--- config.mk ---
export PLATFORM = sky130hd
export DESIGN_NAME = nwl_sqrt
export DESIGN_NICKNAME = d
export VERILOG_FILES = /design/src/hw/rtl/nwl_pkg.sv /design/src/hw/rtl/nwl_sqrt.sv
export SDC_FILE = /design/constraint.sdc
export NUM_CORES = 1
export LEC_CHECK = 0
export BUFFER_PORTS_ARGS = -buffer_cell sky130_fd_sc_hd__buf_4
export CAP_MARGIN = 20
export CORE_ASPECT_RATIO = 0.9
export CORE_MARGIN = 10
export CORE_UTILIZATION = 45
export DETAILED_ROUTE_END_ITERATION = 7
export MAX_ROUTING_LAYER = met4
export PLACE_DENSITY = 0.63
export SLEW_MARGIN = 20
export SYNTH_ARGS = -nofsm -noshare
export SYNTH_HDL_FRONTEND = slang
export SYNTH_SLANG_ARGS = --single-unit
--- constraint.sdc ---
create_clock -name clock -period 6.75 [get_ports clock]
set_clock_uncertainty 0.1 [all_clocks]
set_input_delay 2.025 -clock clock [delete_from_list [all_inputs] [get_ports clock]]
set_output_delay 2.025 -clock clock [all_outputs]
set_load 0.02 [all_outputs]
--- src/hw/rtl/nwl_pkg.sv ---
`default_nettype none
package nwl_pkg;

   localparam int COORD_W   = 32;
   localparam int SEG_W     = 32;
   localparam int ABS_W     = 33;
   localparam int SQ_W      = 66;
   localparam int DIST_W    = 66;
   localparam int IDX_OUT_W = 10;
   localparam int CNT_OUT_W = 11;
   localparam int MIN_POINTS = 2;

   localparam logic [31:0] LOOKAHEAD_RESET = 32'd655360;

   // action codes
   localparam logic [1:0] ACT_CLEAR  = 2'd0;
   localparam logic [1:0] ACT_APPEND = 2'd1;
   localparam logic [1:0] ACT_QUERY  = 2'd2;

   typedef struct packed {
      logic signed [COORD_W-1:0] x;
      logic signed [COORD_W-1:0] y;
      logic signed [COORD_W-1:0] z;
   } point_type;

   typedef struct packed {
      point_type          pt;
      logic [SEG_W-1:0]   seg;
   } entry_type;

endpackage
`default_nettype wire

--- src/hw/rtl/nwl_sqrt.sv ---
`default_nettype none
// Bit-serial integer square root, one result bit per cycle, saturating.
module nwl_sqrt import nwl_pkg::*; (
   input  wire logic              clock,
   input  wire logic              reset,
   input  wire logic              start,
   input  wire logic [DIST_W-1:0] value,
   output logic                   done,
   output logic [SEG_W-1:0]       root
);

   logic                busy_ff;
   logic                done_ff;
   logic                sat_ff;
   logic [5:0]          cnt_ff;
   logic [63:0]         rad_ff;
   logic [33:0]         rem_ff;
   logic [SEG_W-1:0]    root_ff;
   logic [35:0]         rem_cur;
   logic [35:0]         trial;
   logic                fits;

   // one radicand digit pair per step
   always_comb begin
      rem_cur = {rem_ff, rad_ff[63:62]};
      trial   = {2'b00, root_ff, 2'b01};
      fits    = (rem_cur >= trial);
   end

   always_ff @(posedge clock) begin
      if (reset) begin
         busy_ff <= 1'b0;
         done_ff <= 1'b0;
      end else begin
         done_ff <= busy_ff && (cnt_ff == 6'd1);
         if (start) begin
            busy_ff <= 1'b1;
         end else if (busy_ff && (cnt_ff == 6'd1)) begin
            busy_ff <= 1'b0;
         end
      end
      if (start) begin
         rad_ff  <= value[63:0];
         sat_ff  <= (value[DIST_W-1:64] != '0);
         rem_ff  <= '0;
         root_ff <= '0;
         cnt_ff  <= 6'd32;
      end else if (busy_ff) begin
         rad_ff  <= {rad_ff[61:0], 2'b00};
         rem_ff  <= fits ? 34'(rem_cur - trial) : rem_cur[33:0];
         root_ff <= {root_ff[SEG_W-2:0], fits};
         cnt_ff  <= cnt_ff - 6'd1;
      end
   end

   assign done = done_ff;
   assign root = sat_ff ? '1 : root_ff;

endmodule
`default_nettype wire

==> results.sh <==
export IMPL_yosysUniqueCellTypes=66
export IMPL_num_vias=6131
export IMPL_grt_pass1_wl_um=31700
export IMPL_rows=45
export IMPL_fillCellCount=1534
export IMPL_ir_drop_mv=0.223
export IMPL_arrival_ns=1.83
export IMPL_die_x_um=159
export IMPL_area_growth_synth_to_final_pct=18.7
export IMPL_tns_ns=0
export IMPL_grt_util_all_layers=0.168
export IMPL_layout_drive_gt1_share=0.285
export IMPL_dp_cells=1093
export IMPL_grt_antenna_before_repair=0
export IMPL_whs_ns=0.377
export IMPL_run_status="completed"
export IMPL_worst_slew_pin_slew_ns=1.01
export IMPL_cts_sinks=139
export IMPL_ctsRootBufferMaster="clkbuf_16"
export IMPL_fin_area_um2=9350
export IMPL_ys_flop_type="dfxtp_1"
export IMPL_htree_levels=4
export IMPL_netlist_instances=794
export IMPL_initial_core_util=0.463
export IMPL_final_cell_mix="buf_4, nor2_1, dfxtp_1"
export IMPL_hold_viol_final=0
export IMPL_clk_path_buf_depth=2
export IMPL_dr_wl_met3_um=912
export IMPL_leakagePower_nw=3.78
export IMPL_core_area_um2=17000
export IMPL_gp_congestion=0.921
export IMPL_yosys_area_top_type="edfxtp_1"
export IMPL_crit_required_ns=4.62
export IMPL_place_area_um2=8780
export IMPL_cts_hold_buf=0
export IMPL_wl_met1_um=9060
export IMPL_diodes=0
export IMPL_drt_pass1_iterations=5
export IMPL_clk_pin_slew_ns=0.07
export IMPL_syn_nets=899
export IMPL_final_cells=1125
export IMPL_maxSlewViolCount=0
export IMPL_grt_max_degree=86
export IMPL_ys_ff_latch=139
export IMPL_synth_top_area_frac=0.248
export IMPL_dieHeight_um=145
export IMPL_synthArstFlopShare=0
export IMPL_dr_wl_met2_um=8700
export IMPL_wl_per_cell_um=16.8
export IMPL_max_cap_violations=0
export IMPL_worstSetupPathType="flip-flop to primary output"
export IMPL_ant_nets=0
export IMPL_final_common_cell="buf_4"
export IMPL_wl_um=18900
export IMPL_slew_headroom=0.327
export IMPL_grt_pass1_vias=6306
export IMPL_syn_avg_cell_area_um2=9.92
export IMPL_cts_buffers_inserted=17
export IMPL_clk_latency_ns=0.43
export IMPL_setup_ws_ns=2.79
export IMPL_power_total_mw=3.99
export IMPL_via_per_inst=5.45
export IMPL_top_layer="met4"
export IMPL_period_needed_ns=3.96
export IMPL_period_share=0.587
export IMPL_synth_edf_count=65
export IMPL_cts_tree="done"
export IMPL_yosysWarnings=0
export IMPL_nNetsFinal=982
export IMPL_ctsResizeCount=0
export IMPL_post_route_util=0.550
export IMPL_cp_start_kind="flip-flop"
export IMPL_place_hpwl_um=13300
export IMPL_endpoint_kind="primary output"
export IMPL_setup_viol=0
export IMPL_grt_overflow_total=0
export IMPL_rsz0062_at_grt="false"
export IMPL_syn_area_um2=7870
export IMPL_crit_fanout=32
export IMPL_ios=102
export IMPL_drtIter0Drc=396
export IMPL_fmax_mhz=253
export IMPL_place_ws_ns=2.11
export IMPL_powerDensity_nw_per_um2=427
export IMPL_die_area_um2=23200
export IMPL_drc=0
export IMPL_netlist_top_cells_area="edfxtp_1, dfxtp_1, mux2_2"
export IMPL_synth_seq_area_share=0.436
export IMPL_post_cts_buffers=0
export IMPL_port_buffers=101
export IMPL_hold_class="flip-flop to flip-flop"
[critical path, cell delays in order (launching register included)]
cell and delay (ns):
edfxtp_1 0.77, or2_2 0.46, buf_4 0.17
[cell usage after synthesis, types with 11 or more instances]
| cell | count |
|---|---|
| nand2_1 | 68 |
| dfxtp_1 | 74 |
| inv_1 | 46 |
| a311oi_2 | 11 |
| xnor2_1 | 22 |
| clkbuf_1 | 31 |
| mux2i_1 | 36 |
| mux2_2 | 63 |
| ha_1 | 36 |
| o21ai_0 | 23 |
| a21oi_1 | 39 |
| nand3_1 | 15 |
| edfxtp_1 | 65 |
| nor2_1 | 79 |
| or2_2 | 35 |
[flip-flops by register name, summed over array words and instances (netlist names)]
name	cells
busy_ff	1
sat_ff	1
rad_ff	64
done	1
cnt_ff	6
rem_ff	34
root_ff	32
[power breakdown]
| group | internal, mW | switching [mW] | leakage, nW |
|---|---|---|---|
| clock | 0.515 | 0.396 | 0.279 |
| sequential | 1.01 | 0.0896 | 1.26 |
| combinational | 0.796 | 1.19 | 2.24 |
[final cells by class]
class	instances	area, um2	share of cell area
clock inverters	14	135	0.0145
flip-flops and latches	139	3440	0.368
repair buffers	104	781	0.0835
inverters	46	173	0.0185
multi-input cells	569	4100	0.438
clock buffers	18	429	0.0459
well taps	235	294	0.0315
[cells by family after synthesis]
group | count (synthesis) | synth area share
compound gates | 163 | 0.151
xor+xnor | 30 | 0.0334
fa+ha+maj | 36 | 0.0572
buf+inv | 86 | 0.0437
flops | 139 | 0.436
mux | 99 | 0.136
simple gates | 241 | 0.143
[routing by layer]
| metal | vias to the layer above | global-route usage |
|---|---|---|
| met5 | - | - |
| li1 | 3028 | - |
| met2 | 147 | 0.256 |
| met3 | 14 | 0.0446 |
| met1 | 2942 | 0.215 |
| met4 | 0 | 0.0444 |
[worst paths after layout]
kind,startpoint,endpoint,slack (ns),depth (start not counted)
max reg2reg,root_ff[23],rem_ff[28],3.49,9
min,rem_ff[0],rem_ff[0],0.38,2
min reg2reg,rem_ff[0],rem_ff[0],0.38,2
max,sat_ff,root[2],2.79,2
No activity file was read; power rests on OpenSTA's default activity.
